--- src/qrr_pkg.sv ---
// Shared types and constants of the quorum register replica.
`default_nettype none

package qrr_pkg;

    // Field widths.
    localparam int unsigned CMD_W    = 3;
    localparam int unsigned CLI_W    = 6;
    localparam int unsigned WORD_W   = 32;
    localparam int unsigned KIND_W   = 2;
    localparam int unsigned SRV_W    = 4;
    localparam int unsigned CNT_W    = 8;
    localparam int unsigned SCNT_W   = 5;
    localparam int unsigned FAIL_W   = 4;
    localparam int unsigned CCNT_W   = 7;
    localparam int unsigned CFG_IX_W = 2;
    localparam int unsigned CFG_D_W  = 7;

    // Client table entry: last operation number and relay count.
    localparam int unsigned ENTRY_W = WORD_W + CNT_W;

    // Read fan-out limits.
    localparam logic [SCNT_W-1:0] MAX_SERVERS = 5'd16;
    localparam logic [SRV_W-1:0]  RESULT_CAP  = 4'd15;

    // Command queue between front and back.
    localparam int unsigned Q_DEPTH = 2;
    localparam int unsigned Q_PW    = 1;
    localparam int unsigned Q_CW    = 2;

    // Highest command code that is executed.
    localparam logic [CMD_W-1:0] CMD_LAST = 3'd3;

    typedef enum logic [1:0] {
        CMD_DISCOVER = 2'd0,
        CMD_WRITE    = 2'd1,
        CMD_READ     = 2'd2,
        CMD_RELAY    = 2'd3
    } t_cmd;

    typedef enum logic [KIND_W-1:0] {
        KIND_DISC_ACK  = 2'd0,
        KIND_WRITE_ACK = 2'd1,
        KIND_RELAY     = 2'd2,
        KIND_READ_ACK  = 2'd3
    } t_kind;

    // Configuration register indexes.
    localparam logic [CFG_IX_W-1:0] CFG_SERVER_COUNT = 2'd0;
    localparam logic [CFG_IX_W-1:0] CFG_FAIL_BUDGET  = 2'd1;
    localparam logic [CFG_IX_W-1:0] CFG_OWN_INDEX    = 2'd2;
    localparam logic [CFG_IX_W-1:0] CFG_CLIENT_COUNT = 2'd3;

    typedef struct packed {
        logic [SCNT_W-1:0] server_count;
        logic [FAIL_W-1:0] fail_budget;
        logic [SRV_W-1:0]  own_index;
        logic [CCNT_W-1:0] client_count;
    } t_cfg;

    typedef struct packed {
        t_cmd              cmd;
        logic [CLI_W-1:0]  cli;
        logic [WORD_W-1:0] op;
        logic [WORD_W-1:0] ts;
        logic [WORD_W-1:0] wr;
        logic [WORD_W-1:0] val;
    } t_item;

    typedef struct packed {
        logic pop;
        logic clearing;
    } t_back_stat;

endpackage

`default_nettype wire

--- src/qrr_ram.sv ---
// Generic single-port-write, registered-read RAM.
`default_nettype none

module qrr_ram #(
    parameter int unsigned WIDTH = 8,
    parameter int unsigned DEPTH = 16
) (
    input  logic                                   i_clk,
    input  logic                                   i_we,
    input  logic [(DEPTH > 1 ? $clog2(DEPTH) : 1)-1:0] i_waddr,
    input  logic [WIDTH-1:0]                       i_wdata,
    input  logic [(DEPTH > 1 ? $clog2(DEPTH) : 1)-1:0] i_raddr,
    output logic [WIDTH-1:0]                       o_rdata
);

    logic [WIDTH-1:0] r_mem [DEPTH];
    logic [WIDTH-1:0] r_rdata;

    // Write port and registered read port.
    always_ff @(posedge i_clk) begin
        if (i_we) begin
            r_mem[i_waddr] <= i_wdata;
        end
        r_rdata <= r_mem[i_raddr];
    end

    assign o_rdata = r_rdata;

endmodule

`default_nettype wire

--- src/qrr_front.sv ---
// Front end: configuration registers, command filtering and the command queue.
`default_nettype none

module qrr_front #(
    parameter int unsigned MAX_CLIENTS = 64
) (
    input  logic                           i_clk,
    input  logic                           i_rst_n,
    input  logic                           i_start,
    output logic                           o_busy,
    input  logic [qrr_pkg::CMD_W-1:0]      i_cmd,
    input  logic [qrr_pkg::CLI_W-1:0]      i_client_index,
    input  logic [qrr_pkg::WORD_W-1:0]     i_op_number,
    input  logic [qrr_pkg::WORD_W-1:0]     i_msg_ts,
    input  logic [qrr_pkg::WORD_W-1:0]     i_msg_writer,
    input  logic [qrr_pkg::WORD_W-1:0]     i_msg_value,
    input  logic                           i_cfg_valid,
    output logic                           o_cfg_ready,
    input  logic [qrr_pkg::CFG_IX_W-1:0]   i_cfg_index,
    input  logic [qrr_pkg::CFG_D_W-1:0]    i_cfg_data,
    input  qrr_pkg::t_back_stat            i_stat,
    output qrr_pkg::t_cfg                  o_cfg,
    output logic                           o_head_valid,
    output qrr_pkg::t_item                 o_head
);

    import qrr_pkg::*;

    localparam int unsigned CLI_LIM = (MAX_CLIENTS < 64) ? MAX_CLIENTS : 64;

    t_cfg            r_cfg;
    t_item           r_q [Q_DEPTH];
    logic [Q_PW-1:0] r_wp;
    logic [Q_PW-1:0] r_rp;
    logic [Q_CW-1:0] r_cnt;

    logic  accept;
    logic  keep;
    logic  push;
    logic  cfg_we;
    t_item item;

    // Configuration writes are always taken.
    assign o_cfg_ready = 1'b1;
    assign cfg_we      = i_cfg_valid;

    always_ff @(posedge i_clk) begin
        if (!i_rst_n) begin
            r_cfg.server_count <= 5'd1;
            r_cfg.fail_budget  <= '0;
            r_cfg.own_index    <= '0;
            r_cfg.client_count <= '0;
        end else if (cfg_we) begin
            case (i_cfg_index)
                CFG_SERVER_COUNT: r_cfg.server_count <= i_cfg_data[SCNT_W-1:0];
                CFG_FAIL_BUDGET:  r_cfg.fail_budget  <= i_cfg_data[FAIL_W-1:0];
                CFG_OWN_INDEX:    r_cfg.own_index    <= i_cfg_data[SRV_W-1:0];
                CFG_CLIENT_COUNT: r_cfg.client_count <= i_cfg_data[CCNT_W-1:0];
                default: ;
            endcase
        end
    end

    assign o_cfg = r_cfg;

    // Classify: unknown commands and unknown clients are dropped here.
    assign o_busy = (r_cnt == Q_CW'(Q_DEPTH)) || i_stat.clearing;
    assign accept = i_start && !o_busy;
    assign keep   = (i_cmd <= CMD_LAST)
                 && (CCNT_W'(i_client_index) < r_cfg.client_count)
                 && (CCNT_W'(i_client_index) < CCNT_W'(CLI_LIM));
    assign push   = accept && keep;

    always_comb begin
        item.cmd = t_cmd'(i_cmd[1:0]);
        item.cli = i_client_index;
        item.op  = i_op_number;
        item.ts  = i_msg_ts;
        item.wr  = i_msg_writer;
        item.val = i_msg_value;
    end

    // Queue pointers and fill level.
    always_ff @(posedge i_clk) begin
        if (!i_rst_n) begin
            r_wp  <= '0;
            r_rp  <= '0;
            r_cnt <= '0;
        end else begin
            if (push) begin
                r_wp <= r_wp + 1'b1;
            end
            if (i_stat.pop) begin
                r_rp <= r_rp + 1'b1;
            end
            case ({push, i_stat.pop})
                2'b10:   r_cnt <= r_cnt + 1'b1;
                2'b01:   r_cnt <= r_cnt - 1'b1;
                default: r_cnt <= r_cnt;
            endcase
        end
    end

    // Queue storage.
    always_ff @(posedge i_clk) begin
        if (push) begin
            r_q[r_wp] <= item;
        end
    end

    assign o_head_valid = (r_cnt != '0);
    assign o_head       = r_q[r_rp];

endmodule

`default_nettype wire

--- src/qrr_back.sv ---
// Back end: tag store, client table, command execution and result register.
`default_nettype none

module qrr_back #(
    parameter int unsigned MAX_CLIENTS = 64
) (
    input  logic                           i_clk,
    input  logic                           i_rst_n,
    input  qrr_pkg::t_cfg                  i_cfg,
    input  logic                           i_head_valid,
    input  qrr_pkg::t_item                 i_head,
    output qrr_pkg::t_back_stat            o_stat,
    output logic                           o_res_valid,
    output logic [qrr_pkg::KIND_W-1:0]     o_kind,
    output logic [qrr_pkg::SRV_W-1:0]      o_dest_server,
    output logic [qrr_pkg::CLI_W-1:0]      o_dest_client,
    output logic [qrr_pkg::WORD_W-1:0]     o_out_ts,
    output logic [qrr_pkg::WORD_W-1:0]     o_out_writer,
    output logic [qrr_pkg::WORD_W-1:0]     o_out_value,
    output logic [qrr_pkg::WORD_W-1:0]     o_out_op,
    output logic                           o_last
);

    import qrr_pkg::*;

    localparam int unsigned AW = (MAX_CLIENTS > 1) ? $clog2(MAX_CLIENTS) : 1;
    localparam int unsigned XW = (AW > CLI_W) ? AW : CLI_W;

    typedef enum logic [2:0] {
        S_CLEAR,
        S_IDLE,
        S_ACK,
        S_FAN,
        S_RELAY
    } t_state;

    function automatic logic [AW-1:0] to_addr(input logic [CLI_W-1:0] c);
        logic [XW-1:0] x;
        x = XW'(c);
        return x[AW-1:0];
    endfunction

    t_state              r_state, n_state;
    t_item               r_item, n_item;
    logic [AW-1:0]       r_clr, n_clr;
    logic [WORD_W-1:0]   r_tag_ts, n_tag_ts;
    logic [WORD_W-1:0]   r_tag_wr, n_tag_wr;
    logic [WORD_W-1:0]   r_val, n_val;
    logic [SCNT_W-1:0]   r_srv, n_srv;
    logic [SRV_W-1:0]    r_n, n_n;
    logic [SRV_W-1:0]    r_total, n_total;
    logic                r_res_valid, n_res_valid;
    t_kind               r_kind, n_kind;
    logic [SRV_W-1:0]    r_dsrv, n_dsrv;
    logic [CLI_W-1:0]    r_dcli, n_dcli;
    logic [WORD_W-1:0]   r_ots, n_ots;
    logic [WORD_W-1:0]   r_owr, n_owr;
    logic [WORD_W-1:0]   r_oval, n_oval;
    logic [WORD_W-1:0]   r_oop, n_oop;
    logic                r_last, n_last;

    logic                pop;
    logic                ram_we;
    logic [AW-1:0]       ram_waddr;
    logic [ENTRY_W-1:0]  ram_wdata;
    logic [ENTRY_W-1:0]  ram_rdata;

    logic                larger;
    logic [WORD_W-1:0]   a_ts, a_wr, a_val;
    logic [SCNT_W-1:0]   limit;
    logic [SCNT_W-1:0]   total_full;
    logic [SRV_W-1:0]    total;
    logic [WORD_W-1:0]   lop_rd, lop_new;
    logic [CNT_W-1:0]    cnt_rd, cnt_a, cnt_b;
    logic [SCNT_W-1:0]   quorum;
    logic                hit;
    logic                is_last;

    // Client table: last operation number and relay count per client.
    qrr_ram #(
        .WIDTH (ENTRY_W),
        .DEPTH (MAX_CLIENTS)
    ) u_table (
        .i_clk   (i_clk),
        .i_we    (ram_we),
        .i_waddr (ram_waddr),
        .i_wdata (ram_wdata),
        .i_raddr (to_addr(i_head.cli)),
        .o_rdata (ram_rdata)
    );

    // Tag comparison, ordered by timestamp and then writer id.
    assign larger = (r_item.ts > r_tag_ts)
                 || ((r_item.ts == r_tag_ts) && (r_item.wr > r_tag_wr));
    assign a_ts   = larger ? r_item.ts  : r_tag_ts;
    assign a_wr   = larger ? r_item.wr  : r_tag_wr;
    assign a_val  = larger ? r_item.val : r_val;

    // Number of relay results for a read: all servers but this one, capped.
    assign limit      = (i_cfg.server_count < MAX_SERVERS) ? i_cfg.server_count : MAX_SERVERS;
    assign total_full = limit - SCNT_W'(SCNT_W'(i_cfg.own_index) < limit);
    assign total      = (total_full > SCNT_W'(RESULT_CAP)) ? RESULT_CAP
                                                          : total_full[SRV_W-1:0];
    assign is_last    = ((r_n + 1'b1) == r_total);

    // Relay counter update.
    assign lop_rd  = ram_rdata[ENTRY_W-1:CNT_W];
    assign cnt_rd  = ram_rdata[CNT_W-1:0];
    assign lop_new = (lop_rd < r_item.op) ? r_item.op : lop_rd;
    assign cnt_a   = (lop_rd < r_item.op) ? CNT_W'(1) : cnt_rd;
    assign cnt_b   = ((lop_new == r_item.op) && (cnt_a != '1)) ? cnt_a + 1'b1 : cnt_a;
    assign quorum  = i_cfg.server_count - SCNT_W'(i_cfg.fail_budget);
    assign hit     = (SCNT_W'(i_cfg.fail_budget) < i_cfg.server_count)
                  && (cnt_b == CNT_W'(quorum));

    // Next-state and datapath logic.
    always_comb begin
        n_state     = r_state;
        n_item      = r_item;
        n_clr       = r_clr;
        n_tag_ts    = r_tag_ts;
        n_tag_wr    = r_tag_wr;
        n_val       = r_val;
        n_srv       = r_srv;
        n_n         = r_n;
        n_total     = r_total;
        n_res_valid = 1'b0;
        n_kind      = r_kind;
        n_dsrv      = r_dsrv;
        n_dcli      = r_dcli;
        n_ots       = r_ots;
        n_owr       = r_owr;
        n_oval      = r_oval;
        n_oop       = r_oop;
        n_last      = 1'b0;
        pop         = 1'b0;
        ram_we      = 1'b0;
        ram_waddr   = to_addr(r_item.cli);
        ram_wdata   = {lop_new, hit ? CNT_W'(1) : cnt_b};

        case (r_state)
            S_CLEAR: begin
                ram_we    = 1'b1;
                ram_waddr = r_clr;
                ram_wdata = '0;
                if (r_clr == AW'(MAX_CLIENTS - 1)) begin
                    n_state = S_IDLE;
                end else begin
                    n_clr = r_clr + 1'b1;
                end
            end
            S_IDLE: begin
                if (i_head_valid) begin
                    pop    = 1'b1;
                    n_item = i_head;
                    case (i_head.cmd)
                        CMD_READ: begin
                            n_srv   = '0;
                            n_n     = '0;
                            n_total = total;
                            n_state = (total == '0) ? S_IDLE : S_FAN;
                        end
                        CMD_RELAY: n_state = S_RELAY;
                        default:   n_state = S_ACK;
                    endcase
                end
            end
            S_ACK: begin
                n_res_valid = 1'b1;
                n_last      = 1'b1;
                n_dsrv      = '0;
                n_dcli      = r_item.cli;
                n_oop       = r_item.op;
                if (r_item.cmd == CMD_DISCOVER) begin
                    n_kind = KIND_DISC_ACK;
                    n_ots  = r_tag_ts;
                    n_owr  = '0;
                    n_oval = '0;
                end else begin
                    n_kind   = KIND_WRITE_ACK;
                    n_tag_ts = a_ts;
                    n_tag_wr = a_wr;
                    n_val    = a_val;
                    n_ots    = a_ts;
                    n_owr    = a_wr;
                    n_oval   = a_val;
                end
                n_state = S_IDLE;
            end
            S_FAN: begin
                n_srv = r_srv + 1'b1;
                if (r_srv != SCNT_W'(i_cfg.own_index)) begin
                    n_res_valid = 1'b1;
                    n_last      = is_last;
                    n_kind      = KIND_RELAY;
                    n_dsrv      = r_srv[SRV_W-1:0];
                    n_dcli      = r_item.cli;
                    n_ots       = r_tag_ts;
                    n_owr       = r_tag_wr;
                    n_oval      = r_val;
                    n_oop       = r_item.op;
                    n_n         = r_n + 1'b1;
                    if (is_last) begin
                        n_state = S_IDLE;
                    end
                end
            end
            S_RELAY: begin
                n_tag_ts = a_ts;
                n_tag_wr = a_wr;
                n_val    = a_val;
                ram_we   = 1'b1;
                if (hit) begin
                    n_res_valid = 1'b1;
                    n_last      = 1'b1;
                    n_kind      = KIND_READ_ACK;
                    n_dsrv      = '0;
                    n_dcli      = r_item.cli;
                    n_ots       = a_ts;
                    n_owr       = a_wr;
                    n_oval      = a_val;
                    n_oop       = r_item.op;
                end
                n_state = S_IDLE;
            end
            default: n_state = S_IDLE;
        endcase
    end

    // State, tag store and registered result.
    always_ff @(posedge i_clk) begin
        if (!i_rst_n) begin
            r_state     <= S_CLEAR;
            r_clr       <= '0;
            r_tag_ts    <= '0;
            r_tag_wr    <= '0;
            r_val       <= '0;
            r_res_valid <= 1'b0;
            r_last      <= 1'b0;
            r_srv       <= '0;
            r_n         <= '0;
            r_total     <= '0;
        end else begin
            r_state     <= n_state;
            r_clr       <= n_clr;
            r_tag_ts    <= n_tag_ts;
            r_tag_wr    <= n_tag_wr;
            r_val       <= n_val;
            r_res_valid <= n_res_valid;
            r_last      <= n_last;
            r_srv       <= n_srv;
            r_n         <= n_n;
            r_total     <= n_total;
            r_item      <= n_item;
            r_kind      <= n_kind;
            r_dsrv      <= n_dsrv;
            r_dcli      <= n_dcli;
            r_ots       <= n_ots;
            r_owr       <= n_owr;
            r_oval      <= n_oval;
            r_oop       <= n_oop;
        end
    end

    assign o_stat.pop      = pop;
    assign o_stat.clearing = (r_state == S_CLEAR);

    assign o_res_valid   = r_res_valid;
    assign o_kind        = r_kind;
    assign o_dest_server = r_dsrv;
    assign o_dest_client = r_dcli;
    assign o_out_ts      = r_ots;
    assign o_out_writer  = r_owr;
    assign o_out_value   = r_oval;
    assign o_out_op      = r_oop;
    assign o_last        = r_last;

endmodule

`default_nettype wire

--- src/quorum_register_replica_unit.sv ---
// Top level of the quorum register replica: front end, back end and checks.
`default_nettype none

// One replica of a multi-writer atomic register. A command is taken when
// i_start is high and o_busy is low; results leave one per cycle on
// o_res_valid and cannot be held off. A two-entry command queue sits
// between the front end and the back end, so o_busy rises when it is full
// or while the client table is cleared. In the back end a discover, write
// or relay is popped in one state and then executed against the tag
// registers and the registered client table read in another, and a read
// is popped and then walks the server indexes, one relay result per index
// other than this one, up to fifteen relay results; a new command is not
// popped until the last one is done. Dropped commands never enter the
// queue. After reset all MAX_CLIENTS client table entries are cleared, one
// entry a cycle, with o_busy high; configuration writes are taken throughout.
module quorum_register_replica_unit #(
    parameter int unsigned MAX_CLIENTS = 64
) (
    input  logic                           i_clk,
    input  logic                           i_rst_n,
    input  logic                           i_start,
    output logic                           o_busy,
    input  logic [qrr_pkg::CMD_W-1:0]      i_cmd,
    input  logic [qrr_pkg::CLI_W-1:0]      i_client_index,
    input  logic [qrr_pkg::WORD_W-1:0]     i_op_number,
    input  logic [qrr_pkg::WORD_W-1:0]     i_msg_ts,
    input  logic [qrr_pkg::WORD_W-1:0]     i_msg_writer,
    input  logic [qrr_pkg::WORD_W-1:0]     i_msg_value,
    input  logic                           i_cfg_valid,
    output logic                           o_cfg_ready,
    input  logic [qrr_pkg::CFG_IX_W-1:0]   i_cfg_index,
    input  logic [qrr_pkg::CFG_D_W-1:0]    i_cfg_data,
    output logic                           o_res_valid,
    output logic [qrr_pkg::KIND_W-1:0]     o_kind,
    output logic [qrr_pkg::SRV_W-1:0]      o_dest_server,
    output logic [qrr_pkg::CLI_W-1:0]      o_dest_client,
    output logic [qrr_pkg::WORD_W-1:0]     o_out_ts,
    output logic [qrr_pkg::WORD_W-1:0]     o_out_writer,
    output logic [qrr_pkg::WORD_W-1:0]     o_out_value,
    output logic [qrr_pkg::WORD_W-1:0]     o_out_op,
    output logic                           o_last
);

    import qrr_pkg::*;

    t_cfg       w_cfg;
    t_back_stat w_stat;
    logic       w_head_valid;
    t_item      w_head;

    // Command intake and configuration.
    qrr_front #(
        .MAX_CLIENTS (MAX_CLIENTS)
    ) u_front (
        .i_clk          (i_clk),
        .i_rst_n        (i_rst_n),
        .i_start        (i_start),
        .o_busy         (o_busy),
        .i_cmd          (i_cmd),
        .i_client_index (i_client_index),
        .i_op_number    (i_op_number),
        .i_msg_ts       (i_msg_ts),
        .i_msg_writer   (i_msg_writer),
        .i_msg_value    (i_msg_value),
        .i_cfg_valid    (i_cfg_valid),
        .o_cfg_ready    (o_cfg_ready),
        .i_cfg_index    (i_cfg_index),
        .i_cfg_data     (i_cfg_data),
        .i_stat         (w_stat),
        .o_cfg          (w_cfg),
        .o_head_valid   (w_head_valid),
        .o_head         (w_head)
    );

    // Command execution.
    qrr_back #(
        .MAX_CLIENTS (MAX_CLIENTS)
    ) u_back (
        .i_clk         (i_clk),
        .i_rst_n       (i_rst_n),
        .i_cfg         (w_cfg),
        .i_head_valid  (w_head_valid),
        .i_head        (w_head),
        .o_stat        (w_stat),
        .o_res_valid   (o_res_valid),
        .o_kind        (o_kind),
        .o_dest_server (o_dest_server),
        .o_dest_client (o_dest_client),
        .o_out_ts      (o_out_ts),
        .o_out_writer  (o_out_writer),
        .o_out_value   (o_out_value),
        .o_out_op      (o_out_op),
        .o_last        (o_last)
    );

    // Every transaction other than a read relay is the only result of its command.
    a_single_last: assert property (@(posedge i_clk) disable iff (!i_rst_n)
        (o_res_valid && (o_kind != KIND_RELAY)) |-> o_last)
        else $error("single-result transaction without last");

    // Only read relays carry a target server.
    a_dest_zero: assert property (@(posedge i_clk) disable iff (!i_rst_n)
        (o_res_valid && (o_kind != KIND_RELAY)) |-> (o_dest_server == '0))
        else $error("target server set on a reply");

    // No result leaves and no command is popped while the client table is being cleared.
    a_quiet_clear: assert property (@(posedge i_clk) disable iff (!i_rst_n)
        w_stat.clearing |-> (!o_res_valid && !w_stat.pop))
        else $error("activity during table clear");

    // Intake is closed while the client table is being cleared.
    a_busy_clear: assert property (@(posedge i_clk) disable iff (!i_rst_n)
        w_stat.clearing |-> o_busy)
        else $error("intake open during table clear");

endmodule

`default_nettype wire
--- config.mk ---
export PLATFORM = sky130hd
export DESIGN_NAME = quorum_register_replica_unit
export DESIGN_NICKNAME = d
export VERILOG_FILES = /design/src/qrr_pkg.sv /design/src/qrr_ram.sv /design/src/qrr_front.sv /design/src/qrr_back.sv /design/src/quorum_register_replica_unit.sv
export SDC_FILE = /design/constraint.sdc
export NUM_CORES = 2
export LEC_CHECK = 0
export BUFFER_PORTS_ARGS = -buffer_cell sky130_fd_sc_hd__buf_4
export CORE_ASPECT_RATIO = 1.25
export CORE_MARGIN = 5
export CORE_UTILIZATION = 60
export DETAILED_ROUTE_END_ITERATION = 10
export GPL_TIMING_DRIVEN = 0
export HOLD_SLACK_MARGIN = 0.15
export PLACE_DENSITY = 0.77
export SLEW_MARGIN = 30
export SYNTH_ARGS = -nofsm -noshare
export SYNTH_HDL_FRONTEND = slang
export SYNTH_SLANG_ARGS = --single-unit
--- constraint.sdc ---
create_clock -name i_clk -period 28.7 [get_ports i_clk]
set_clock_uncertainty 0.2 [all_clocks]
set_input_delay 5.74 -clock i_clk [delete_from_list [all_inputs] [get_ports i_clk]]
set_output_delay 5.74 -clock i_clk [all_outputs]
set_load 0.02 [all_outputs]
==> flow_summary.ini <==
[status]
outcome = complete, no violations

[critical_path]
r2r-start = u_back.r_item[115]$_DFFE_PP_
critPathCaptureType = flip-flop
crit_chain = clkbuf_1 -> clkbuf_1 -> clkbuf_1 -> o211ai_1 -> o41ai_2 -> buf_2 -> buf_2 -> buf_4 -> buf_2 -> buf_2 -> buf_2 -> buf_2 -> buf_2 -> buf_2 -> buf_4 -> buf_2 -> buf_2
crit_required_ns = 29.08
regToRegSetupSlack_ns = 19.00
slowest_stage = clkbuf_1
cpPeakStageDelay_ns = 0.83
worst-path-buf-inv = 15
cpLargestDelayFamily = buffers and inverters
critPathArrivalTime_ns = 11.18
crit_path_frequent_cell = buf_2
startpoint = i_rst_n
rr_worst_depth = 32
reg2reg_to = u_back.o_out_value[13]$_DFFE_PP_
start_kind = primary input
critPathKind = in2reg
cp_max_fo = 10

[routing]
drc = 0
dr.pass1.iters = 7
vias_per_cell = 6.45
via_count = 90700
wl_met1_um = 139000
drt_iter0_drc = 14000
dr.max_layer_used = met5
detail-route-antenna-nets = 0
wirelength_um = 420000
wl_met3_um = 50300
wl_per_cell_um = 29.8
met2_length_um = 194000

[clock_tree]
cts_resized = 0
cts_buffers = 315
cts.sinks = 3293
cts-root-buf = clkbuf_16
hold_buffers = 0
htree_levels = 5
cts_tree = yes
cts_max_path_buffers = 4
cts_setup_buffers = 0
clk_latency_ns = 0.90
clk_pin_slew_worst_paths_ns = 0.06

[synth]
synth_cells = 9970
yosysUniqueCellTypes = 69
synth_top_flop_cell = edfxtp_1
synth_top_area_cell = edfxtp_1
synth_nets = 10200
synth.cell_area_mm2 = 0.131
syn_area_per_cell_um2 = 13.2
synth_edf_count = 3108
ys_warn_count = 0
async_flop_share = 0
synth_seq_cells = 3293
yosysTopAreaCellShare = 0.710
ys_top_cells_by_area = edfxtp_1, nand2_1, nand3_1
synth-seq-area-share = 0.739

[min_path]
hold_path.class = reg2reg
hold_depth = 2
min-delay-start = u_back.r_val[18]$_SDFFE_PN0P_
holdPathEnd = u_back.r_val[18]$_SDFFE_PN0P_

[global_route]
grt_max_degree = 34
grt_pass1_vias = 87700
antenna_found_initial = 31
grt_pass1_wl_um = 596000
grt_usage = 0.358
grt-ovfl-total = 0

[timing]
fin_hold_ws_ns = 0.259
fin_crit_sh = 0.376
grt_setup_unrepaired = false
fmaxAchievable_mhz = 92.6
slew_violations = 0
finalSetupViolCount = 0
tns_ns = 0
setup_slack_ns = 17.90
relSlewSlack = 0.167
tightest_slew_ns = 1.24
period_needed_ns = 10.80
hold_violations = 0

[cells_and_area]
area_growth_pct = 18.1
fin_util = 0.711
n_fill_cell = 13700
layout_commonest_cell = edfxtp_1
finalNetCount = 11200
final_cell_mix = edfxtp_1, nand2_1, nand3_1, clkbuf_1, a311oi_1
drive_gt1_frac = 0.132

[floorplanning]
fp.dieH_um = 533
io_pins = 294
rows = 192
core_mm2 = 0.218
die_area_mm2 = 0.228
initial_utilization = 0.602
die_w_um = 429

[place]
dp_hpwl_um = 300000
portBuffers = 291
dpl_worst_slack_ns = 17.14
place_congestion = 1.05

[job]
drv_cap = 0

[power]
vdd_drop_max_uv = 42.4
leakagePower_nw = 52.9
powerDensity_mw_per_mm2 = 60.5
==> power breakdown <==
part	total, W	switching [W]	leakage (nW)	internal (W)
Combinational	0.0000863	0.0000530	23.0	0.0000333
Sequential	0.00521	0.00000640	25.0	0.00520
Clock	0.00409	0.00178	4.85	0.00231
==> cell usage after synthesis (32+ instances only) <==
| cell | number |
|---|---|
| edfxtp_1 | 3108 |
| nand2_1 | 2815 |
| nand3_1 | 1295 |
| clkbuf_1 | 528 |
| a311oi_1 | 444 |
| dfxtp_1 | 185 |
| nor2_1 | 178 |
| and3_1 | 169 |
| mux2i_1 | 158 |
| mux2_2 | 131 |
| inv_1 | 125 |
| a21oi_1 | 122 |
| ha_1 | 114 |
| buf_2 | 94 |
| a22o_1 | 65 |
| nor3_1 | 60 |
| xnor2_1 | 52 |
| a31oi_1 | 42 |
| mux2_1 | 32 |
==> through the flow <==
step | area (um^2) | power, W | cells
after detailed placement | 145000 | 0.00540 | 13500
final | 155000 | 0.00938 | 14100
after global placement | 137000 | 0.00538 | 13200
after floorplan | 131000 | 0.00535 | 9970
after CTS | 155000 | 0.00938 | 14100
after global routing | 155000 | 0.00960 | 14100
==> worst reg2reg max path: cells and delay by family (launching register included) <==
family	cells	cell delay, ns
adders and majority gates	2	0.57
AOI/OAI and AO/OA	9	2.73
buffers and inverters	15	3.71
and+or+nand+nor	6	1.62
DFF	1	0.56
==> state kept, by name, indices dropped and copies added (netlist names), 6 cells and up, named ones only <==
signal and cells:
u_front.r_q 272, u_back.u_table.o_rdata 40, u_back.r_clr 6, u_back.u_table.r_mem 2560, u_back.o_out_ts 32, u_back.r_item 136
u_back.r_tag_ts 32, u_back.o_dest_client 6, u_front.o_cfg 20, u_back.r_tag_wr 32, u_back.o_out_op 32, u_back.o_out_writer 32
u_back.o_out_value 32, u_back.r_val 32
==> kinds of logic after synthesis <==
family,share of synthesized area
XOR/XNOR,0.00427
buffers and inverters,0.0234
flip-flops,0.739
adder cells (fa/ha/maj),0.0110
AND/OR/NAND/NOR,0.150
multiplexers,0.0260
AO/OA/AOI/OAI,0.0466
other,0.0000285
==> area by class of cell <==
type | count | area (um^2) | share of cell area
sequential | 3293 | 97000 | 0.625
multi-input combinational | 5896 | 32200 | 0.208
timing repair buffer | 609 | 9110 | 0.0587
clock buffer | 402 | 8490 | 0.0547
tap | 2910 | 3640 | 0.0235
buffer | 653 | 2660 | 0.0171
clock inverter | 161 | 1430 | 0.00923
inverter | 128 | 480 | 0.00310
antenna | 23 | 57.6 | 0.000371
==> per-layer routing <==
metal	up-vias	global-route usage
li1	38600	-
met1	44100	0.438
met2	6647	0.565
met3	1368	0.0891
met4	20	0.253
met5	-	0
==> worst max-delay path by stage <==
stage / end / cells after the start / slack [ns]
final: u_back.o_out_value[13]$_DFFE_PP_ / 17 / 17.90
after global routing: u_back.o_out_value[13]$_DFFE_PP_ / 17 / 17.78
after CTS: u_back.o_out_value[13]$_DFFE_PP_ / 17 / 18.04
after detailed placement: u_back.o_out_value[15]$_DFFE_PP_ / 17 / 17.14
after global placement: u_back.o_out_value[12]$_DFFE_PP_ / 3 / -3.40
after floorplan: u_back.o_dest_client[0]$_DFFE_PP_ / 3 / 7.17
(Power assumes the default switching activity.)
